## config.mk

```make
export PLATFORM = sky130hd
export DESIGN_NAME = cascaded_position_speed_control_core
export DESIGN_NICKNAME = d
export VERILOG_FILES = /design/src/hw/rtl/cpsc_pkg.sv /design/src/hw/rtl/cascaded_position_speed_control_core.sv /design/src/hw/rtl/cpsc_csr.sv /design/src/hw/rtl/cpsc_mul.sv
export SDC_FILE = /design/constraint.sdc
export NUM_CORES = 2
export LEC_CHECK = 0
export BUFFER_PORTS_ARGS = -buffer_cell sky130_fd_sc_hd__buf_2
export CORE_UTILIZATION = 50
export DETAILED_ROUTE_END_ITERATION = 6
export GPL_ROUTABILITY_DRIVEN = 0
export MAX_ROUTING_LAYER = met4
export PLACE_DENSITY = 0.66
export REMOVE_ABC_BUFFERS = 1
export SYNTH_ARGS = -nofsm -noshare
export SYNTH_HDL_FRONTEND = slang
export SYNTH_HIERARCHICAL = 1
export SYNTH_SLANG_ARGS = --single-unit
```

## constraint.sdc

```tcl
create_clock -name clock -period 14 [get_ports clock]
set_input_delay 1.4 -clock clock [delete_from_list [all_inputs] [get_ports clock]]
set_output_delay 1.4 -clock clock [all_outputs]
set_load 0.02 [all_outputs]
```

## src/hw/rtl/cpsc_pkg.sv

```systemverilog
// Shared types and constants for the cascaded position/speed controller.
// Used by every module of the block; depends on nothing.
`default_nettype none

package cpsc_pkg;

   // Field and datapath widths
   localparam int GAIN_W     = 16;
   localparam int DB_W       = 10;
   localparam int CLIM_W     = 15;
   localparam int DLIM_W     = 7;
   localparam int IN_W       = 16;
   localparam int ERR_W      = 17;
   localparam int DIFF_W     = 18;
   localparam int INT_W      = 24;
   localparam int OPND_W     = 25;
   localparam int FRAC_W     = 8;
   localparam int PROD_W     = GAIN_W + 1 + OPND_W;
   localparam int QUOT_W     = PROD_W - FRAC_W;
   localparam int CMD_W      = 16;
   localparam int DRV_W      = 8;
   localparam int CSR_IDX_W  = 8;
   localparam int CSR_DATA_W = 16;

   // Register indexes
   localparam logic [CSR_IDX_W-1:0] CSR_POS_GAIN        = 8'd0;
   localparam logic [CSR_IDX_W-1:0] CSR_INTEGRAL_GAIN   = 8'd1;
   localparam logic [CSR_IDX_W-1:0] CSR_DERIVATIVE_GAIN = 8'd2;
   localparam logic [CSR_IDX_W-1:0] CSR_SPEED_GAIN      = 8'd3;
   localparam logic [CSR_IDX_W-1:0] CSR_DEADBAND        = 8'd4;
   localparam logic [CSR_IDX_W-1:0] CSR_INTEGRAL_WINDOW = 8'd5;
   localparam logic [CSR_IDX_W-1:0] CSR_COMMAND_LIMIT   = 8'd6;
   localparam logic [CSR_IDX_W-1:0] CSR_DRIVE_LIMIT     = 8'd7;

   // Register reset values
   localparam logic [GAIN_W-1:0] RST_POS_GAIN        = 16'd384;
   localparam logic [GAIN_W-1:0] RST_INTEGRAL_GAIN   = 16'd38;
   localparam logic [GAIN_W-1:0] RST_DERIVATIVE_GAIN = 16'd0;
   localparam logic [GAIN_W-1:0] RST_SPEED_GAIN      = 16'd77;
   localparam logic [DB_W-1:0]   RST_DEADBAND        = 10'd5;
   localparam logic [DB_W-1:0]   RST_INTEGRAL_WINDOW = 10'd35;
   localparam logic [CLIM_W-1:0] RST_COMMAND_LIMIT   = 15'd400;
   localparam logic [DLIM_W-1:0] RST_DRIVE_LIMIT     = 7'd127;

   // Integral saturation bounds
   localparam logic signed [INT_W-1:0] INT_MAX = 24'sh7FFFFF;
   localparam logic signed [INT_W-1:0] INT_MIN = 24'sh800000;

   typedef struct packed {
      logic [GAIN_W-1:0] pos_gain;
      logic [GAIN_W-1:0] integral_gain;
      logic [GAIN_W-1:0] derivative_gain;
      logic [GAIN_W-1:0] speed_gain;
      logic [DB_W-1:0]   deadband;
      logic [DB_W-1:0]   integral_window;
      logic [CLIM_W-1:0] command_limit;
      logic [DLIM_W-1:0] drive_limit;
   } cfg_type;

   typedef enum logic [3:0] {
      ST_IDLE,
      ST_ERR,
      ST_INT,
      ST_MUL_P,
      ST_MUL_I,
      ST_MUL_D,
      ST_ACC_I,
      ST_ACC_D,
      ST_CMD,
      ST_SPD,
      ST_MUL_S,
      ST_WAIT_S,
      ST_DRV
   } state_type;

   // Operand select for the shared multiplier
   typedef enum logic [1:0] {
      OP_POS,
      OP_INT,
      OP_DER,
      OP_SPD
   } op_type;

   typedef struct packed {
      logic   err_ld;
      logic   int_ld;
      logic   acc_ld;
      logic   acc_add;
      logic   cmd_ld;
      logic   spd_ld;
      logic   drv_ld;
      op_type op_sel;
   } ctl_type;

endpackage

`default_nettype wire

```

## src/hw/rtl/cascaded_position_speed_control_core.sv

```systemverilog
// Cascaded position/speed controller: one result per input transaction.
// Items running the outer position PID pass through the error, integral,
// multiply, accumulate and command steps before the speed loop, which
// speed-loop-only items enter directly; one shared multiplier serves all four
// gain products in turn. A new transaction is taken only in idle; the last
// step holds while an earlier result waits on rsp_ready. Synchronous reset
// clears the sequencer, loop state and result valid; config takes reset values.
`default_nettype none

module cascaded_position_speed_control_core (
   input  wire logic                                 clock,
   input  wire logic                                 reset,
   input  wire logic                                 req_valid,
   output logic                                      req_ready,
   input  wire logic [cpsc_pkg::IN_W-1:0]            req_position,
   input  wire logic [cpsc_pkg::IN_W-1:0]            req_target,
   input  wire logic [cpsc_pkg::IN_W-1:0]            req_speed,
   output logic                                      rsp_valid,
   input  wire logic                                 rsp_ready,
   output logic signed [cpsc_pkg::DRV_W-1:0]         rsp_drive,
   output logic signed [cpsc_pkg::CMD_W-1:0]         rsp_speed_command,
   input  wire logic                                 csr_valid,
   output logic                                      csr_ready,
   input  wire logic [cpsc_pkg::CSR_IDX_W-1:0]       csr_index,
   input  wire logic [cpsc_pkg::CSR_DATA_W-1:0]      csr_data
);
   import cpsc_pkg::*;

   cfg_type   cfg;
   ctl_type   ctl;
   state_type state_ff;
   state_type state_in;

   logic                     req_acc;
   logic [IN_W-1:0]          pos_ff;
   logic [IN_W-1:0]          tgt_ff;
   logic [IN_W-1:0]          spd_ff;
   logic                     outer_due_ff;

   logic signed [ERR_W-1:0]  err_raw;
   logic [ERR_W-1:0]         mag_raw;
   logic                     in_deadband;
   logic signed [ERR_W-1:0]  err_ff;
   logic [ERR_W-1:0]         mag_ff;
   logic signed [ERR_W-1:0]  prev_ff;
   logic signed [DIFF_W-1:0] diff_ff;
   logic signed [INT_W-1:0]  int_ff;
   logic signed [INT_W:0]    int_sum;
   logic signed [INT_W-1:0]  int_sat;
   logic signed [QUOT_W-1:0] acc_ff;
   logic signed [CMD_W-1:0]  held_ff;
   logic signed [DIFF_W-1:0] sdiff_ff;

   logic [GAIN_W-1:0]        mul_gain;
   logic signed [OPND_W-1:0] mul_opnd;
   logic signed [QUOT_W-1:0] quot;
   logic signed [QUOT_W-1:0] clim;
   logic signed [QUOT_W-1:0] dlim;
   logic signed [QUOT_W-1:0] cmd_sat;
   logic signed [QUOT_W-1:0] drv_sat;

   logic                     rsp_valid_ff;
   logic signed [DRV_W-1:0]  drive_ff;
   logic signed [CMD_W-1:0]  cmd_out_ff;

   cpsc_csr u_csr (
      .clock     (clock),
      .reset     (reset),
      .csr_valid (csr_valid),
      .csr_ready (csr_ready),
      .csr_index (csr_index),
      .csr_data  (csr_data),
      .cfg       (cfg)
   );

   cpsc_mul u_mul (
      .clock (clock),
      .gain  (mul_gain),
      .opnd  (mul_opnd),
      .quot  (quot)
   );

   assign req_ready = (state_ff == ST_IDLE);
   assign req_acc   = req_valid && req_ready;

   // Sequencer next state
   always_comb begin
      state_in = state_ff;
      case (state_ff)
         ST_IDLE:   if (req_acc) state_in = outer_due_ff ? ST_ERR : ST_SPD;
         ST_ERR:    state_in = ST_INT;
         ST_INT:    state_in = ST_MUL_P;
         ST_MUL_P:  state_in = ST_MUL_I;
         ST_MUL_I:  state_in = ST_MUL_D;
         ST_MUL_D:  state_in = ST_ACC_I;
         ST_ACC_I:  state_in = ST_ACC_D;
         ST_ACC_D:  state_in = ST_CMD;
         ST_CMD:    state_in = ST_SPD;
         ST_SPD:    state_in = ST_MUL_S;
         ST_MUL_S:  state_in = ST_WAIT_S;
         ST_WAIT_S: state_in = ST_DRV;
         ST_DRV:    if (!rsp_valid_ff || rsp_ready) state_in = ST_IDLE;
         default:   state_in = ST_IDLE;
      endcase
   end

   // Sequencer control strobes
   always_comb begin
      ctl        = '0;
      ctl.op_sel = OP_SPD;
      case (state_ff)
         ST_ERR:   ctl.err_ld = 1'b1;
         ST_INT:   ctl.int_ld = 1'b1;
         ST_MUL_P: ctl.op_sel = OP_POS;
         ST_MUL_I: ctl.op_sel = OP_INT;
         ST_MUL_D: begin
            ctl.op_sel = OP_DER;
            ctl.acc_ld = 1'b1;
         end
         ST_ACC_I: ctl.acc_add = 1'b1;
         ST_ACC_D: ctl.acc_add = 1'b1;
         ST_CMD:   ctl.cmd_ld = 1'b1;
         ST_SPD:   ctl.spd_ld = 1'b1;
         ST_DRV:   ctl.drv_ld = !rsp_valid_ff || rsp_ready;
         default:  ctl.op_sel = OP_SPD;
      endcase
   end

   always_ff @(posedge clock) begin
      if (reset) begin
         state_ff <= ST_IDLE;
      end else begin
         state_ff <= state_in;
      end
   end

   // Input capture and outer-loop cadence
   always_ff @(posedge clock) begin
      if (reset) begin
         outer_due_ff <= 1'b1;
      end else if (req_acc) begin
         outer_due_ff <= !outer_due_ff;
      end
   end

   always_ff @(posedge clock) begin
      if (req_acc) begin
         pos_ff <= req_position;
         tgt_ff <= req_target;
         spd_ff <= req_speed;
      end
   end

   // Position error with deadband
   assign err_raw     = $signed({1'b0, tgt_ff}) - $signed({1'b0, pos_ff});
   assign mag_raw     = err_raw[ERR_W-1] ? ERR_W'(-err_raw) : ERR_W'(err_raw);
   assign in_deadband = mag_raw < {{(ERR_W-DB_W){1'b0}}, cfg.deadband};

   // Integral update, saturating at 24 bits
   assign int_sum = {int_ff[INT_W-1], int_ff} + {{(INT_W+1-ERR_W){err_ff[ERR_W-1]}}, err_ff};
   always_comb begin
      if (int_sum[INT_W] != int_sum[INT_W-1]) begin
         int_sat = int_sum[INT_W] ? INT_MIN : INT_MAX;
      end else begin
         int_sat = int_sum[INT_W-1:0];
      end
   end

   // Shared multiplier operand select
   always_comb begin
      case (ctl.op_sel)
         OP_POS: begin
            mul_gain = cfg.pos_gain;
            mul_opnd = {{(OPND_W-ERR_W){err_ff[ERR_W-1]}}, err_ff};
         end
         OP_INT: begin
            mul_gain = cfg.integral_gain;
            mul_opnd = {{(OPND_W-INT_W){int_ff[INT_W-1]}}, int_ff};
         end
         OP_DER: begin
            mul_gain = cfg.derivative_gain;
            mul_opnd = {{(OPND_W-DIFF_W){diff_ff[DIFF_W-1]}}, diff_ff};
         end
         default: begin
            mul_gain = cfg.speed_gain;
            mul_opnd = {{(OPND_W-DIFF_W){sdiff_ff[DIFF_W-1]}}, sdiff_ff};
         end
      endcase
   end

   // Symmetric saturation of command and drive
   assign clim = $signed({{(QUOT_W-CLIM_W){1'b0}}, cfg.command_limit});
   assign dlim = $signed({{(QUOT_W-DLIM_W){1'b0}}, cfg.drive_limit});

   always_comb begin
      if (acc_ff > clim) begin
         cmd_sat = clim;
      end else if (acc_ff < -clim) begin
         cmd_sat = -clim;
      end else begin
         cmd_sat = acc_ff;
      end
   end

   always_comb begin
      if (quot > dlim) begin
         drv_sat = dlim;
      end else if (quot < -dlim) begin
         drv_sat = -dlim;
      end else begin
         drv_sat = quot;
      end
   end

   // Outer loop state
   always_ff @(posedge clock) begin
      if (reset) begin
         prev_ff <= '0;
         int_ff  <= '0;
         held_ff <= '0;
      end else begin
         if (ctl.int_ld) begin
            prev_ff <= err_ff;
            if (mag_ff < {{(ERR_W-DB_W){1'b0}}, cfg.integral_window}) begin
               int_ff <= int_sat;
            end
         end
         if (ctl.cmd_ld) begin
            held_ff <= cmd_sat[CMD_W-1:0];
            if (err_ff == '0) begin
               int_ff <= '0;
            end
         end
      end
   end

   // Working registers
   always_ff @(posedge clock) begin
      if (ctl.err_ld) begin
         err_ff <= in_deadband ? '0 : err_raw;
         mag_ff <= in_deadband ? '0 : mag_raw;
      end
      if (ctl.int_ld) begin
         diff_ff <= {err_ff[ERR_W-1], err_ff} - {prev_ff[ERR_W-1], prev_ff};
      end
      if (ctl.acc_ld) begin
         acc_ff <= quot;
      end else if (ctl.acc_add) begin
         acc_ff <= acc_ff + quot;
      end
      if (ctl.spd_ld) begin
         sdiff_ff <= {{(DIFF_W-CMD_W){held_ff[CMD_W-1]}}, held_ff} - $signed({2'b0, spd_ff});
      end
   end

   // Result register
   always_ff @(posedge clock) begin
      if (reset) begin
         rsp_valid_ff <= 1'b0;
      end else if (ctl.drv_ld) begin
         rsp_valid_ff <= 1'b1;
      end else if (rsp_ready) begin
         rsp_valid_ff <= 1'b0;
      end
   end

   always_ff @(posedge clock) begin
      if (ctl.drv_ld) begin
         drive_ff   <= drv_sat[DRV_W-1:0];
         cmd_out_ff <= held_ff;
      end
   end

   assign rsp_valid         = rsp_valid_ff;
   assign rsp_drive         = drive_ff;
   assign rsp_speed_command = cmd_out_ff;

endmodule

`default_nettype wire

```

## src/hw/rtl/cpsc_csr.sv

```systemverilog
// Configuration register file for the controller.
// Depends on cpsc_pkg for register indexes, reset values and cfg_type.
`default_nettype none

module cpsc_csr (
   input  wire logic                               clock,
   input  wire logic                               reset,
   input  wire logic                               csr_valid,
   output logic                                    csr_ready,
   input  wire logic [cpsc_pkg::CSR_IDX_W-1:0]     csr_index,
   input  wire logic [cpsc_pkg::CSR_DATA_W-1:0]    csr_data,
   output cpsc_pkg::cfg_type                       cfg
);
   import cpsc_pkg::*;

   cfg_type cfg_ff;
   cfg_type cfg_in;

   // Writes must arrive only while the block is idle; the block does not enforce it
   assign csr_ready = 1'b1;
   assign cfg       = cfg_ff;

   // Decode one write; unknown indexes leave everything unchanged
   always_comb begin
      cfg_in = cfg_ff;
      if (csr_valid) begin
         case (csr_index)
            CSR_POS_GAIN:        cfg_in.pos_gain        = csr_data[GAIN_W-1:0];
            CSR_INTEGRAL_GAIN:   cfg_in.integral_gain   = csr_data[GAIN_W-1:0];
            CSR_DERIVATIVE_GAIN: cfg_in.derivative_gain = csr_data[GAIN_W-1:0];
            CSR_SPEED_GAIN:      cfg_in.speed_gain      = csr_data[GAIN_W-1:0];
            CSR_DEADBAND:        cfg_in.deadband        = csr_data[DB_W-1:0];
            CSR_INTEGRAL_WINDOW: cfg_in.integral_window = csr_data[DB_W-1:0];
            CSR_COMMAND_LIMIT:   cfg_in.command_limit   = csr_data[CLIM_W-1:0];
            CSR_DRIVE_LIMIT:     cfg_in.drive_limit     = csr_data[DLIM_W-1:0];
            default:             cfg_in = cfg_ff;
         endcase
      end
   end

   always_ff @(posedge clock) begin
      if (reset) begin
         cfg_ff.pos_gain        <= RST_POS_GAIN;
         cfg_ff.integral_gain   <= RST_INTEGRAL_GAIN;
         cfg_ff.derivative_gain <= RST_DERIVATIVE_GAIN;
         cfg_ff.speed_gain      <= RST_SPEED_GAIN;
         cfg_ff.deadband        <= RST_DEADBAND;
         cfg_ff.integral_window <= RST_INTEGRAL_WINDOW;
         cfg_ff.command_limit   <= RST_COMMAND_LIMIT;
         cfg_ff.drive_limit     <= RST_DRIVE_LIMIT;
      end else begin
         cfg_ff <= cfg_in;
      end
   end

endmodule

`default_nettype wire

```

## src/hw/rtl/cpsc_mul.sv

```systemverilog
// Shared Q8.8 gain multiplier: unsigned gain times signed operand, then
// divide by 256 truncating toward zero. Two register stages. Uses cpsc_pkg.
`default_nettype none

module cpsc_mul (
   input  wire logic                                clock,
   input  wire logic [cpsc_pkg::GAIN_W-1:0]         gain,
   input  wire logic signed [cpsc_pkg::OPND_W-1:0]  opnd,
   output logic signed [cpsc_pkg::QUOT_W-1:0]       quot
);
   import cpsc_pkg::*;

   logic signed [PROD_W-1:0] prod_ff;
   logic signed [PROD_W-1:0] prod_in;
   logic signed [PROD_W-1:0] adj;
   logic signed [QUOT_W-1:0] quot_ff;
   logic signed [QUOT_W-1:0] quot_in;

   // Stage 1: product
   assign prod_in = $signed({1'b0, gain}) * opnd;

   // Stage 2: bias negatives by 255 so the shift rounds toward zero
   assign adj     = prod_ff + $signed({{(PROD_W-FRAC_W){1'b0}}, {FRAC_W{prod_ff[PROD_W-1]}}});
   assign quot_in = adj[PROD_W-1:FRAC_W];

   always_ff @(posedge clock) begin
      prod_ff <= prod_in;
      quot_ff <= quot_in;
   end

   assign quot = quot_ff;

endmodule

`default_nettype wire

```

# --- Word-level counts from Yosys, hierarchy flattened ---
# Index checks and enable logic that the tools add are counted.
word_totals:
  romBits: 0
  in_bits: 77
  ff_bits: 421
  latch_bits: 0
  mem_count: 0
  word_cells: 116
  ramBits: 0
classes:
  bitwise: 0
  mul: 1
  shift: 0
  eq_ne: 24
  magnitude_cmp: 6
  n_mux: 29
  add_sub_neg: 9
  n_reduce_logical: 20
  n_div: 0
ops:
  columns: ["op", "count"]
  rows:
  - ["$mux W24", 6]
  - ["$pmux W25 S3", 1]
  - ["$lt A34 B34 Y1", 2]
  - ["$mux W34", 2]
  - ["$pmux W4 S13", 1]
  - ["$pmux W16 S3", 1]
  - ["$add A42 B9 Y42", 1]
  - ["$mul A17 B25 Y42", 1]
  - ["$add A34 B34 Y34", 1]
  - ["$gt A34 B16 Y1", 1]
  - ["$gt A34 B8 Y1", 1]
  - ["$lt A17 B10 Y1", 2]
  - ["$neg A15 Y34", 1]
  - ["$neg A7 Y34", 1]
  - ["$eq A8 B3 Y1 const B", 4]
  - ["$mux W16", 2]
  - ["$add A24 B17 Y25", 1]
  - ["$eq A4 B4 Y1 const B", 5]
  - ["$reduce_and A2 Y1", 9]
  - ["$sub A16 B17 Y18", 1]
  - ["$sub A17 B17 Y18", 1]
  - ["$logic_not A17 Y1", 1]
  - ["$mux W17", 1]
  - ["$neg A17 Y17", 1]
  - ["24 further kinds", 41]

# --- Logic depth before layout (Yosys ltp) ---
depth:
  depth_word: 7
  mapped_depth: 31
  mapped_depth_nobuf: 29

# --- By module ---
# The synthesis kept the hierarchy.
modules_own_cells:
  columns: ["mod", "area_each_um2", "cells_per_inst", "n_inst"]
  rows:
  - ["cascaded_position_speed_control_core", 18342.6, 1967, 1]
  - ["cpsc_mul", 16831.1, 1858, 1]
  - ["cpsc_csr", 4191.5, 384, 1]

# --- Worst setup path after synthesis ---
# OpenSTA, ideal clock, no wires.
synth_timing:
  path_type: "register to register"
  from: "reg state_ff[2]"
  to: "reg u_mul.prod_ff[28]"
  path_slack_ns: 6.484
  arrival_ns: 7.420
  path_stages_with_launch: 29
  n_path_buf: 5
  synth_period_minus_slack_ns: 7.516
  required_time_ns: 13.905
  cell_sequence: "dfxtp_1 clkbuf_1 or2_2 clkbuf_1 nor2_1 nor2_1 clkbuf_1 a221o_1 clkbuf_1 clkbuf_1 nand2_1 fa_1 inv_1 fa_1 fa_1 fa_1 fa_1 inv_1 fa_1 inv_1 ha_1 a21o_1 a21o_1 a221oi_2 inv_1 o211ai_2 a21oi_1 or4_1 o311ai_1"
synth_via:
  elab_chain_cells: 5
synth_rtl:
  columns: ["element", "line", "rtl"]
  rows:
  - ["start: declaration", "cascaded_position_speed_control_core.sv:31", "state_type state_ff;"]
  - ["start signal: assignment", "cascaded_position_speed_control_core.sv:133", "state_ff <= state_in;"]
  - ["$eq A4 B3 Y1 or $eq A4 B2 Y1 (tied branches)", "cascaded_position_speed_control_core.sv:111", "case (state_ff)"]
  - ["$pmux W2 S3 (*)", "cascaded_position_speed_control_core.sv:111", null]
  - ["$eq A2 B2 Y1, or another cell as far along", "cascaded_position_speed_control_core.sv:171", "case (ctl.op_sel)"]
  - ["$pmux W16 S3 (*)", "cascaded_position_speed_control_core.sv:171", null]
  - ["net mul_gain[10]", "cascaded_position_speed_control_core.sv:54", "logic [GAIN_W-1:0] mul_gain;"]
  - ["$mul A17 B25 Y42 (*)", "cpsc_mul.sv:20", "assign prod_in = $signed({1'b0, gain}) * opnd;"]
  - ["net u_mul.prod_in[28]", "cpsc_mul.sv:14", "logic signed [PROD_W-1:0] prod_in;"]
  - ["end signal: assignment", "cpsc_mul.sv:27", "prod_ff <= prod_in;"]
  - ["end: declaration", "cpsc_mul.sv:13", "logic signed [PROD_W-1:0] prod_ff;"]
# Mark *: on every way through the listed nets, which the timed path passes. The rest lies on a longest branch.
# A chain may end at the register's enable or synchronous reset.

# --- Worst setup path after layout ---
layout_timing:
  from: "reg state_ff[0]"
  to: "reg u_mul.prod_ff[39]"
layout_via:
  elab_chain_cells: 5
layout_rtl:
  columns: ["element", "line", "rtl"]
  rows:
  - ["$eq A4 B3 Y1 or $eq A4 B2 Y1 (tied branches)", "cascaded_position_speed_control_core.sv:111", null]
  - ["$pmux W2 S3 (*)", "cascaded_position_speed_control_core.sv:111", null]
  - ["$eq A2 B2 Y1, or another cell as far along", "cascaded_position_speed_control_core.sv:171", null]
  - ["$pmux W25 S3 (*)", "cascaded_position_speed_control_core.sv:171", null]
  - ["net mul_opnd[23]", "cascaded_position_speed_control_core.sv:55", "logic signed [OPND_W-1:0] mul_opnd;"]
  - ["$mul A17 B25 Y42 (*)", "cpsc_mul.sv:20", null]
  - ["net u_mul.prod_in[39]", "cpsc_mul.sv:14", null]
# Marks and branches as above.

==> reports/metrics.csv <==
metric;value;unit
status;complete, no violations;
Via Count;29600;
crit share post-route;0.641;
Crit Path Max Fanout;44;
number of global-route vias before repair;29600;
final hold violation count;0;
Die Y;283;µm
CTS sink count;420;
Final Total Pwr;6.54;mW
# hold bufs at CTS;0;
FF-to-FF path depth;27;
non-filler cells, final;5311;
core area;77700;µm²
Root Buffer;clkbuf_16;
largest net degree at the start of global routing;77;
Rows;102;
clk_skew;0.0357;ns
gr ovfl total;0;
count of final max-slew check failures;0;
Synth Warn #;6;
Initial Util;0.506;
average size of a mapped cell;9.35;µm²
pwr/cell area;154;nW/µm²
Skew-Pair Late Insertion Delay;0.61;ns
nets;5034;
share of cells above drive strength 1;0.0698;
CTS resizes;0;
Residual DRC;0;
Leak;19.7;nW
Cells after Synth;4209;
TritonCTS buffer count;47;
Crit Path Category;register to register;
commonest non-fill, non-tap cells in the layout;inv_1, nand2_1, fa_1;
first-pass GRT wire length;164;mm
most common cell after layout, fill and taps aside;inv_1;
DIE AREA;79900;µm²
htree depth;2;
Initial DRT Pass Iterations;5;
initial antenna violation count;5;
hold slack;0.431;ns
IO buf count;102;
Synth-to-Final Area Change;7.75;%
clk slew on worst S/H paths;0.06;ns
critical path endpoint category;register;
Max rail drop VDD;0.178;mV
DRT iter0 DRCs;2161;
EDFF count, synth;175;
synthesized flop and latch total;420;
final setup fails;0;
Post-CTS Setup Bufs;0;
CP arrival;9.44;ns
relative slew slack;0.173;
via/cell ratio;5.57;
drt wl/cell;19.3;µm
Crit path required time;14.46;ns
DRT antenna net count;0;
All-Layer GR Usage;0.272;
maximum achievable frequency;0.111;GHz
TNS Setup;0;ns
Final HPWL DP;78.1;mm
Async SR Flop Fraction;0;
final wirelength;103;mm
max-cap violation count;0;
Hold Path Depth;1;
Slew @ Worst Pin;1.24;ns
Distinct cells, synth;96;
crit path launch type;register;
FILL cells;6973;
Hold Crit Class;register to register;
Post-Syn Area;39400;µm²
die width;283;µm
post-layout util;0.546;
Synth Flop Type;dfxtp_1;
# IOs;104;
Max Buffers Root-to-Sink;3;
TritonCTS clock tree;yes;
post-synthesis sequential area ratio;0.258;
Inst Count DP;5224;
fin crit period;8.98;ns
RSZ-0062 raised after global routing;false;
-- final cells by class --
cell class	instances	area (µm²)	share of cell area
diodes	1	2.50	0.0000590
clock buffers	71	1420	0.0335
clock inverters	15	201	0.00475
inverters	636	2390	0.0563
multi-input cells	2994	26200	0.617
flip-flops and latches	420	10200	0.240
well taps	1040	1300	0.0307
repair buffers	134	753	0.0178
-- layer usage --
| layer | part of all wire | global-route usage |
|---|---|---|
| met3 | 0.060 | 0.0356 |
| met5 | 0 | - |
| met4 | 0.030 | 0.0854 |
| met1 | 0.45 | 0.364 |
| met2 | 0.46 | 0.429 |
-- synth_stat cells (all sizes together) (10+ instances only) --
cell type | n | area share
nor2 | 202 | 0.019
nand2 | 426 | 0.041
nor4 | 34 | 0.0062
mux2i | 152 | 0.039
and4 | 13 | 0.0029
xnor2 | 130 | 0.029
or3 | 17 | 0.0028
o21bai | 19 | 0.0036
edfxtp | 175 | 0.13
inv | 635 | 0.061
a21oi | 178 | 0.024
mux2 | 11 | 0.0031
nor3 | 54 | 0.0070
xor2 | 50 | 0.011
nor2b | 36 | 0.0058
ha | 328 | 0.10
a211oi | 41 | 0.0081
a21boi | 27 | 0.0061
o21ai | 140 | 0.018
and3 | 27 | 0.0043
dfxtp | 245 | 0.12
nand2b | 126 | 0.020
clkbuf | 131 | 0.012
a31oi | 24 | 0.0038
nand4 | 33 | 0.0052
buf | 28 | 0.0049
a21o | 76 | 0.014
nand3 | 60 | 0.0081
o21a | 32 | 0.0061
or2 | 13 | 0.0021
o211ai | 16 | 0.0032
a31o | 10 | 0.0022
a221o | 34 | 0.0086
fa | 396 | 0.20
a22oi | 16 | 0.0031
and2 | 168 | 0.027
-- flip-flops by register name, summed over array words and instances (netlist names), 17 cells and up --
register	flops
acc_ff	34
u_mul/quot	34
prev_ff	17
u_csr/cfg	106
err_ff	17
sdiff_ff	18
diff_ff	18
int_ff	24
u_mul/prod_ff	42
-- final timing paths --
path                     startpoint           endpoint  slack [ns]
setup / recovery        state_ff[0]  u_mul/prod_ff[39]        5.02
hold / removal    u_mul/prod_ff[11]      u_mul/quot[3]        0.43
setup reg to reg        state_ff[0]  u_mul/prod_ff[39]        5.02
hold reg to reg   u_mul/prod_ff[11]      u_mul/quot[3]        0.43
-- per-stage QoR --
stage               instance area (µm²)  setup WS (ns)
detailed placement                40800           5.13
floorplan                         38700           4.30
global placement                  40800           5.27
global route                      42400           4.40
finish                            42400           5.02
CTS                               42400           5.06
-- worst max-delay path, cell delays in order, from the launching register on --
cell	delay, ns
dfxtp_2	0.31
buf_4	0.34
nand2_1	0.22
nor2_2	0.04
buf_4	0.25
nor2_2	0.67
a22oi_1	0.22
nand2_1	0.34
a21o_1	0.75
nand2_1	0.31
fa_1	0.79
fa_1	0.47
inv_1	0.09
fa_1	0.44
fa_1	0.50
fa_1	0.49
inv_1	0.05
fa_1	0.53
inv_1	0.04
ha_1	0.39
inv_1	0.12
o31ai_1	0.42
or3_1	0.18
o22a_1	0.13
o211ai_1	0.16
a31oi_1	0.29
a31oi_1	0.13
xnor2_1	0.14
-- logic make-up (layout without fill, tap and decap cells) --
group                      count (synthesis)  count (layout)  synth area share
AOI/OAI and AO/OA                        681             681             0.117
muxes                                    163             163            0.0418
adders and majority gates                725             725             0.306
and+or+nand+nor                         1244            1244             0.158
buffers and inverters                    795             856            0.0780
xor gates and xnor gates                 180             180            0.0407
other                                      1               2         0.0000953
DFF                                      420             420             0.258
-- power breakdown --
group,switching [mW],internal (mW)
registers,0.226,1.54
clock network,0.540,0.762
logic,2.02,1.45
Note: power is estimated with default switching activity, not from simulation.
